$ cat src/rtl/dq_pkg.sv
// Shared types and codes for the double-ended queue.
`timescale 1ns / 1ps
package dq_pkg;

  typedef enum logic [1:0] {
    OP_PUSH_FRONT = 2'd0,
    OP_PUSH_BACK  = 2'd1,
    OP_POP_FRONT  = 2'd2,
    OP_POP_BACK   = 2'd3
  } op_t;

  typedef enum logic [1:0] {
    ST_OK        = 2'd0,
    ST_OVERFLOW  = 2'd1,
    ST_UNDERFLOW = 2'd2
  } status_t;

  typedef enum logic {
    S_IDLE = 1'b0,
    S_WORK = 1'b1
  } state_t;

endpackage

$ cat src/rtl/dq_ram.sv
// Ring store of queue words: one write port, one read port with registered data.
`timescale 1ns / 1ps
module dq_ram #(
  parameter int DEPTH      = 64,
  parameter int DATA_WIDTH = 32,
  parameter int AW         = 6
) (
  input  logic                  clk,
  input  logic                  wr_en,
  input  logic [AW-1:0]         wr_addr,
  input  logic [DATA_WIDTH-1:0] wr_data,
  input  logic                  rd_en,
  input  logic [AW-1:0]         rd_addr,
  output logic [DATA_WIDTH-1:0] rd_data
);

  logic [DATA_WIDTH-1:0] mem [DEPTH];
  logic [DATA_WIDTH-1:0] rd_data_r;

  always_ff @(posedge clk) begin
    if (wr_en) begin
      mem[wr_addr] <= wr_data;
    end
  end

  always_ff @(posedge clk) begin
    if (rd_en) begin
      rd_data_r <= mem[rd_addr];
    end
  end

  assign rd_data = rd_data_r;

endmodule

$ cat src/rtl/double_ended_queue_core.sv
// Top level of the bounded double-ended queue with ring store and end-word registers.
//
//   channel   ports                                   transfer
//   input     start, busy, in_op, in_push_value       start high while busy low
//   result    out_valid, out_* fields                 out_valid high, one cycle
//
// The accept cycle of an operation updates the indices, the count
// and the store, and issues the one store read a pop needs to refill the end word
// that moves inward; the following cycle takes the read data and registers the
// result, which shows on the next cycle with out_valid. busy is high for one cycle
// after each transfer, so no operation is accepted while the last one is being worked.
// Reset is synchronous and clears indices, count and control; the store needs no
// clearing since only words that were pushed are ever read. The receiver cannot
// stall, so a result never waits.
`timescale 1ns / 1ps
module double_ended_queue_core
  import dq_pkg::*;
#(
  parameter int DEPTH      = 64,
  parameter int DATA_WIDTH = 32
) (
  input  logic                            clk,
  input  logic                            rst_n,
  input  logic                            start,
  output logic                            busy,
  input  logic [1:0]                      in_op,
  input  logic [DATA_WIDTH-1:0]           in_push_value,
  output logic                            out_valid,
  output logic [DATA_WIDTH-1:0]           out_popped_value,
  output logic [DATA_WIDTH-1:0]           out_front_value,
  output logic [DATA_WIDTH-1:0]           out_back_value,
  output logic [$clog2(DEPTH+1)-1:0]      out_entry_count,
  output logic                            out_is_empty,
  output logic [1:0]                      out_status
);

  localparam int AW = $clog2(DEPTH);
  localparam int CW = $clog2(DEPTH + 1);
  localparam logic [AW-1:0] LAST_IDX = AW'(DEPTH - 1);
  localparam logic [CW-1:0] FULL_CNT = CW'(DEPTH);

  function automatic logic [AW-1:0] step_up(input logic [AW-1:0] i);
    step_up = (i == LAST_IDX) ? '0 : i + AW'(1);
  endfunction

  function automatic logic [AW-1:0] step_down(input logic [AW-1:0] i);
    step_down = (i == '0) ? LAST_IDX : i - AW'(1);
  endfunction

  state_t state_r, state_nxt;

  logic [AW-1:0]         head_r, head_nxt;
  logic [AW-1:0]         tail_r, tail_nxt;
  logic [CW-1:0]         count_r, count_nxt;
  logic [DATA_WIDTH-1:0] front_r, front_nxt;
  logic [DATA_WIDTH-1:0] back_r, back_nxt;

  // Pending operation held from the accept cycle into the work cycle.
  logic [DATA_WIDTH-1:0] pend_popped_r, pend_popped_nxt;
  status_t               pend_status_r, pend_status_nxt;
  logic                  pend_refill_r, pend_refill_nxt;
  logic                  pend_front_r, pend_front_nxt;

  logic                  out_valid_r, out_valid_nxt;
  logic [DATA_WIDTH-1:0] out_popped_r, out_front_r, out_back_r;
  logic [CW-1:0]         out_count_r;
  logic                  out_empty_r;
  status_t               out_status_r;

  logic                  accept;
  logic                  full;
  logic                  empty;
  op_t                   op_w;

  logic                  wr_en;
  logic [AW-1:0]         wr_addr;
  logic                  rd_en;
  logic [AW-1:0]         rd_addr;
  logic [DATA_WIDTH-1:0] rd_data;

  dq_ram #(
    .DEPTH      (DEPTH),
    .DATA_WIDTH (DATA_WIDTH),
    .AW         (AW)
  ) u_ram (
    .clk     (clk),
    .wr_en   (wr_en),
    .wr_addr (wr_addr),
    .wr_data (in_push_value),
    .rd_en   (rd_en),
    .rd_addr (rd_addr),
    .rd_data (rd_data)
  );

  assign op_w   = op_t'(in_op);
  assign full   = (count_r == FULL_CNT);
  assign empty  = (count_r == '0);
  assign accept = start && (state_r == S_IDLE);

  // Next state.
  always_comb begin
    state_nxt = state_r;
    unique case (state_r)
      S_IDLE: if (start) state_nxt = S_WORK;
      S_WORK: state_nxt = S_IDLE;
      default: state_nxt = S_IDLE;
    endcase
  end

  // Handshake outputs.
  always_comb begin
    busy          = (state_r == S_WORK);
    out_valid_nxt = (state_r == S_WORK);
  end

  // Datapath: index, count, store and pushed end-word updates at accept, pop refill after.
  always_comb begin
    head_nxt        = head_r;
    tail_nxt        = tail_r;
    count_nxt       = count_r;
    front_nxt       = front_r;
    back_nxt        = back_r;
    pend_popped_nxt = pend_popped_r;
    pend_status_nxt = pend_status_r;
    pend_refill_nxt = pend_refill_r;
    pend_front_nxt  = pend_front_r;
    wr_en           = 1'b0;
    wr_addr         = step_down(head_r);
    rd_en           = 1'b0;
    rd_addr         = step_up(head_r);

    if (accept) begin
      pend_popped_nxt = '0;
      pend_status_nxt = ST_OK;
      pend_refill_nxt = 1'b0;
      pend_front_nxt  = 1'b0;
      unique case (op_w)
        OP_PUSH_FRONT: begin
          if (full) begin
            pend_status_nxt = ST_OVERFLOW;
          end else begin
            head_nxt  = step_down(head_r);
            wr_en     = 1'b1;
            wr_addr   = step_down(head_r);
            front_nxt = in_push_value;
            if (empty) back_nxt = in_push_value;
            count_nxt = count_r + CW'(1);
          end
        end
        OP_PUSH_BACK: begin
          if (full) begin
            pend_status_nxt = ST_OVERFLOW;
          end else begin
            tail_nxt = step_up(tail_r);
            wr_en    = 1'b1;
            wr_addr  = tail_r;
            back_nxt = in_push_value;
            if (empty) front_nxt = in_push_value;
            count_nxt = count_r + CW'(1);
          end
        end
        OP_POP_FRONT: begin
          if (empty) begin
            pend_status_nxt = ST_UNDERFLOW;
          end else begin
            pend_popped_nxt = front_r;
            head_nxt        = step_up(head_r);
            rd_en           = 1'b1;
            rd_addr         = step_up(head_r);
            count_nxt       = count_r - CW'(1);
            pend_refill_nxt = (count_r != CW'(1));
            pend_front_nxt  = 1'b1;
          end
        end
        OP_POP_BACK: begin
          if (empty) begin
            pend_status_nxt = ST_UNDERFLOW;
          end else begin
            pend_popped_nxt = back_r;
            tail_nxt        = step_down(tail_r);
            rd_en           = 1'b1;
            rd_addr         = step_down(step_down(tail_r));
            count_nxt       = count_r - CW'(1);
            pend_refill_nxt = (count_r != CW'(1));
            pend_front_nxt  = 1'b0;
          end
        end
        default: pend_status_nxt = ST_OK;
      endcase
    end else if (state_r == S_WORK && pend_refill_r) begin
      if (pend_front_r) begin
        front_nxt = rd_data;
      end else begin
        back_nxt = rd_data;
      end
    end
  end

  always_ff @(posedge clk) begin
    if (!rst_n) begin
      state_r     <= S_IDLE;
      head_r      <= '0;
      tail_r      <= '0;
      count_r     <= '0;
      out_valid_r <= 1'b0;
    end else begin
      state_r     <= state_nxt;
      head_r      <= head_nxt;
      tail_r      <= tail_nxt;
      count_r     <= count_nxt;
      out_valid_r <= out_valid_nxt;
    end
  end

  always_ff @(posedge clk) begin
    front_r       <= front_nxt;
    back_r        <= back_nxt;
    pend_popped_r <= pend_popped_nxt;
    pend_status_r <= pend_status_nxt;
    pend_refill_r <= pend_refill_nxt;
    pend_front_r  <= pend_front_nxt;
    if (state_r == S_WORK) begin
      out_popped_r <= pend_popped_r;
      out_front_r  <= empty ? '0 : front_nxt;
      out_back_r   <= empty ? '0 : back_nxt;
      out_count_r  <= count_r;
      out_empty_r  <= empty;
      out_status_r <= pend_status_r;
    end
  end

  assign out_valid        = out_valid_r;
  assign out_popped_value = out_popped_r;
  assign out_front_value  = out_front_r;
  assign out_back_value   = out_back_r;
  assign out_entry_count  = out_count_r;
  assign out_is_empty     = out_empty_r;
  assign out_status       = out_status_r;

endmodule

$ cat config.mk
export PLATFORM = sky130hd
export DESIGN_NAME = double_ended_queue_core
export DESIGN_NICKNAME = d
export VERILOG_FILES = /design/src/rtl/dq_pkg.sv /design/src/rtl/dq_ram.sv /design/src/rtl/double_ended_queue_core.sv
export SDC_FILE = /design/constraint.sdc
export NUM_CORES = 2
export LEC_CHECK = 0
export BUFFER_PORTS_ARGS = -buffer_cell sky130_fd_sc_hd__buf_2
export CAP_MARGIN = 20
export CORE_ASPECT_RATIO = 2
export CORE_MARGIN = 2
export CORE_UTILIZATION = 30
export DETAILED_ROUTE_END_ITERATION = 16
export PLACE_DENSITY = 0.42
export REMOVE_ABC_BUFFERS = 1
export SLEW_MARGIN = 20
export SYNTH_ARGS = -nofsm -noshare
export SYNTH_HDL_FRONTEND = slang
export SYNTH_SLANG_ARGS = --single-unit
$ cat constraint.sdc
create_clock -name clk -period 14.7 [get_ports clk]
set_clock_uncertainty 0.2 [all_clocks]
set_input_delay 2.94 -clock clk [delete_from_list [all_inputs] [get_ports clk]]
set_output_delay 2.94 -clock clk [all_outputs]
set_load 0.005 [all_outputs]
Word level (Yosys, flattened, before mapping)
Memory sizes are Yosys's and may differ from the RTL's. A register that Yosys moved wholly into a read port is not among the register bits.
Cells that the tools add are included.
Operators by class
  add/sub/neg operators: 7
  equality and inequality tests: 13
  mux-type cells: 50
  bitwise logic cells: 2
  reduce and logical (&&, ||, !) cells: 15
Operators with widths (count)
  32-bit two-way mux: 14
  32-bit one-hot mux with 2 select lines: 3
  6-bit two-way mux: 15
  6-bit one-hot mux with 2 select lines: 2
  6-bit zero test: 3
  6-bit by 1-bit subtractor with 6-bit output (second input constant): 3
  7-bit two-way mux: 2
  7-bit one-hot mux with 2 select lines: 1
  6-bit by 1-bit adder with 6-bit output (second input constant): 2
  6-bit equality test (second input constant): 2
  2-bit inequality test (second input constant): 6
  1-bit two-way mux: 10
  4-bit AND reduction: 2
  7-bit by 1-bit adder with 7-bit output (second input constant): 1
  7-bit equality test (second input constant): 1
  7-bit zero test: 1
  7-bit by 1-bit inequality test with 1-bit output (second input constant): 1
  7-bit by 1-bit subtractor with 7-bit output (second input constant): 1
  2-bit OR reduction: 3
  2-bit equality test (second input constant): 2
  2-bit one-hot mux with 2 select lines: 1
  2-bit nonzero test: 2
  3-bit AND reduction: 1
  2-bit by 1-bit equality test with 1-bit output (second input constant): 1
  5 further kinds: 7
Word-level totals
  bits in registers: 227
  RAM bits: 2048
  input port bits: 37
  output and inout port bits: 108
  memories kept: 1
Memory list
  u_ram.mem: words 64, bits a word 32, rd ports 1, clocked after Yosys merged registers in 1, write ports 1, line dq_ram.sv:17  | logic [DATA_WIDTH-1:0] mem [DEPTH];

Logic depth before layout (Yosys ltp)
  depth in word-level cells: 7
  mapped depth: 17
  mapped depth without buffers: 11

Cells and area by module
From an unflattened synthesis, not the netlist that was laid out.
Second synthesis, totals
  cell total of the unflattened synthesis: 4276
  area total of the unflattened synthesis: 89186.8 um^2
Modules (own cells, without submodules)
  dq_ram: times used 1, cells each 3324, area an instance 78833.1 um^2, seq. area each 62459.9 um^2
  double_ended_queue_core: times used 1, cells each 952, area an instance 10353.7 um^2, seq. area each 5965.7 um^2

Worst setup path before layout
OpenSTA, ideal clock, no wires.
  path kind: input port to flip-flop
  start point: input start
  end point: memory u_ram.mem[36][0], enable pin
  library setup time: 0.421 ns
  arrival: 5.824 ns
  required time: 14.079 ns
  setup slack: 8.254 ns
  stages on the path: 8
  path buffers: 1
  path through: nand2b_1 -> nor2_1 -> nand3_1 -> o21ai_1 -> inv_1 -> or3_1 -> clkbuf_1 -> nor2_1
On the way
  word-level cells in the longest chain between the ends: 4
RTL lines
  start: declaration: line double_ended_queue_core.sv:24  | input logic start,
  1-bit logical AND (*): line double_ended_queue_core.sv:98  | assign accept = start && (state_r == S_IDLE);
  1-bit two-way mux: line double_ended_queue_core.sv:132  | if (accept) begin
  1-bit two-way mux: line dq_ram.sv:21  | if (wr_en) begin
  1-bit two-way mux (not written as such): line dq_ram.sv:22  | mem[wr_addr] <= wr_data;
  end: declaration: line dq_ram.sv:17
Mark *: on every way between the ends. The rest lies on a longest branch, timed or not.

Worst setup path in the final report
  start point: input in_op[0]
  end point: register u_ram.rd_data_r[15] (netlist: u_ram.rd_data[15]), read port of u_ram.mem, data pin
On the way
  word-level cells in the longest chain between the ends: 4
RTL lines
  start: declaration: line double_ended_queue_core.sv:26  | input logic [1:0] in_op,
  2-bit equality test: line double_ended_queue_core.sv:137  | unique case (op_w)
  2-bit OR reduction (no line)
  1-bit two-way mux
  1-bit two-way mux: line double_ended_queue_core.sv:132
  end: declaration: line dq_ram.sv:18  | logic [DATA_WIDTH-1:0] rd_data_r;
Several ways; a longest one is shown, not always the timed one.
A chain may end at the register's enable or synchronous reset.

==> metrics.cfg <==
[status]
status = completed

[timing]
slew_violations = 0
max_freq_mhz = 129.5
fin_crit_ps = 7722
hold_slack_ps = 219.0
relSlewSlack_pct = 21.64
rsz0062_at_grt = false
tightest_slew_ps = 1172
setup_violations = 0
final_hold_viol_count = 0
tns_ps = 0
fin_crit_sh_pct = 52.53

[pwr]
worst_ir_drop_vdd_mv = 0.1059
power.leakage_nw = 34.56
power_density_nw_per_um2 = 146.6

[die]
die_area_um2 = 309800
io_pins = 145
core_area_um2 = 303500
die_w_um = 394.6
die_y_um = 785.1
core.rowCount = 286
start_util_pct = 30.16

[setup_path]
criticalPathCategory = primary input to flop
endpoint_kind = flop
crit_top_cell = buf_4
critPathTopFamily = buffers and inverters
worstPathArrival_ps = 8250
slowest_delay_ps = 1040
cp.required_ps = 15230
crit_slowest_cell = a2111oi_1
cp_max_fo = 130
critPathBufInv = 5
cp-start-kind = primary input
crit_chain = buf_2 > and4b_1 > o21ai_4 > nand2_2 > o21ai_4 > buf_4 > buf_12 > buf_4 > nand2_1 > nand3_1 > a31oi_1 > a2111oi_1 > buf_4 > and3_1

[grt]
grt_usage_pct = 19.04
grt_pass1_vias = 53320
antenna_found_initial = 10
grt_overflow = 0
grt_max_degree = 147
grt_first_pass_wirelength_um = 419700

[clock_tree]
cts_resized = 0
clockBufferDepth = 4
cts_made_buffers = 209
cts.sinks = 2307
cts_tree = yes
path_clk_slew_ps = 60
clock_latency_ps = 880
root_buffer = clkbuf_16
cts_hold_buf = 0
htree_levels = 4
cts_setup_buffers = 0

[route]
vias_per_cell = 5.055
routed_wl_um = 300600
drtPass1Iterations = 7
drc = 0
vias = 52410
wl_per_cell_um = 28.99
postRouteAntennaNets = 0
drt-initial-drc-count = 3952

[cells_and_area]
multiInputGateArea_um2 = 21980
area_growth_pct = 13.88
nets = 6231
regArea_um2 = 68430
drive_gt1_share_pct = 11.87
final_core_util_pct = 34.35
fillers = 29260

[synthesis]
synth_top_cell_area_share_pct = 72.90
synth_cell_types = 75
avgSynthCellArea_um2 = 15.24
synth_top_family_by_area = multiplexers
yosys-top-cells-count = 2,222 x edfxtp_1, 1,104 x nand2_1, 813 x mux2i_1
synthMuxAreaShare_pct = 9.285
synthAdderAreaFrac_pct = 0.1504
synth_compound_area_share_pct = 5.387
synth-edff-count = 2222
synthSimpleGateAreaFrac_pct = 8.236
yosysSeqAreaShare_pct = 74.76
ys_seq_elements = 2307
synth_top_flop_cell = edfxtp_1
synth_most_common_cell = edfxtp_1
ys_warn_count = 0
syn_inst = 6005
synth_top_cell_by_area = edfxtp_1
synth-async-reset-ratio_pct = 0
synth.area.top_cells = edfxtp_1 73%, mux2i_1 8.9%, nand2_1 4.5%
syn_area_um2 = 91530
synthXorXnorAreaFrac_pct = 0.1722

[job]
max_cap_violations = 0

[placed_design]
io_buffer_count = 144
place_congestion = 0.8016
dp.final_hpwl_um = 169600

[hold_path]
hold_class = flop to flop

==> layout make-up <==
class	instances	share of cell area [%]
multi-input cells	3305	21.09
flip-flops and latches	2307	65.65
inverters	34	0.1224
clock inverters	94	0.7995
clock buffers	262	5.280
repair buffers	326	2.194
diodes	9	0.02161
well taps	4032	4.840
==> path summary, 6_finish.rpt <==
check / startpoint / cells past startpoint / slack [ps] / endpoint
worst max-delay path: in_op[0] / 14 / 6980 / u_ram.rd_data[15]$_DFFE_PP_
worst min-delay path: pend_popped_r[2]$_DFFE_PP_ / 0 / 220 / out_popped_value[2]$_DFFE_PP_
worst max register to register: tail_r[0]$_SDFFE_PN0P_ / 15 / 7980 / u_ram.rd_data[15]$_DFFE_PP_
worst min register to register: pend_popped_r[2]$_DFFE_PP_ / 0 / 220 / out_popped_value[2]$_DFFE_PP_
==> kinds of logic after synthesis <==
kind of cell	count (synthesis)
XOR/XNOR	18
AO/OA/AOI/OAI	652
multiplexers	845
adder cells (fa/ha/maj)	11
buffers and inverters	393
flip-flops	2307
AND/OR/NAND/NOR	1779
==> per-layer routing <==
metal / GRT usage [%] / wire, um
met1: 21.18 / 112500
met2: 36.76 / 165300
met3: 2.183 / 11130
met4: 6.952 / 11630
met5: 0 / 65
==> layout by cell type (no fill, tap or decap), types with 8 or more instances in the layout <==
master	n
a31oi_1	132
o211a_1	10
a2111oi_1	12
dfxtp_1	84
edfxtp_1	2222
nor2_4	71
a2111oi_0	11
o221a_2	17
buf_4	166
ha_1	11
nor2_1	66
clkinv_2	30
xnor2_1	15
buf_12	16
a22oi_1	78
and2_1	41
bufinv_16	15
clkinv_1	41
a222oi_1	16
mux2_2	32
mux2i_1	812
o21ai_0	44
a211oi_1	8
clkbuf_16	212
a32oi_1	126
buf_2	144
a21boi_1	20
a2111oi_2	8
inv_1	32
clkbuf_1	49
diode_2	9
nand3_1	401
nor3_1	11
and3_1	36
a22o_1	32
o211ai_1	36
a21boi_0	15
nand2_1	1104
a21oi_1	41
==> sequential cells by signal, summed over array words and instances (netlist names) <==
register,cells
pend_status_r,2
pend_popped_r,32
out_back_value,32
head_r,6
front_r,32
back_r,32
out_popped_value,32
count_r,7
out_valid,1
out_status,2
pend_refill_r,1
tail_r,6
u_ram.mem,2048
out_entry_count,7
pend_front_r,1
out_is_empty,1
u_ram.rd_data,32
out_front_value,32
busy,1
==> where the power goes <==
part	internal, mW	switching, mW	total (mW)
Sequential	7.41	0.108	7.51
Clock	2.90	2.44	5.34
Combinational	0.779	1.64	2.42
Total	11.1	4.20	15.3
==> per-stage QoR <==
step | cell area (um^2) | cells | total power, mW | worst slack, ps
final | 104200 | 10370 | 15.28 | 6978
after global routing | 104200 | 10360 | 15.82 | 6765
after CTS | 104200 | 10360 | 15.45 | 7048
after detailed placement | 97860 | 10000 | 10.12 | 6119
after global placement | 97860 | 10000 | 10.10 | 6239
after floorplan | 89820 | 5646 | 10.83 | -22710
(Power assumes the default switching activity.)
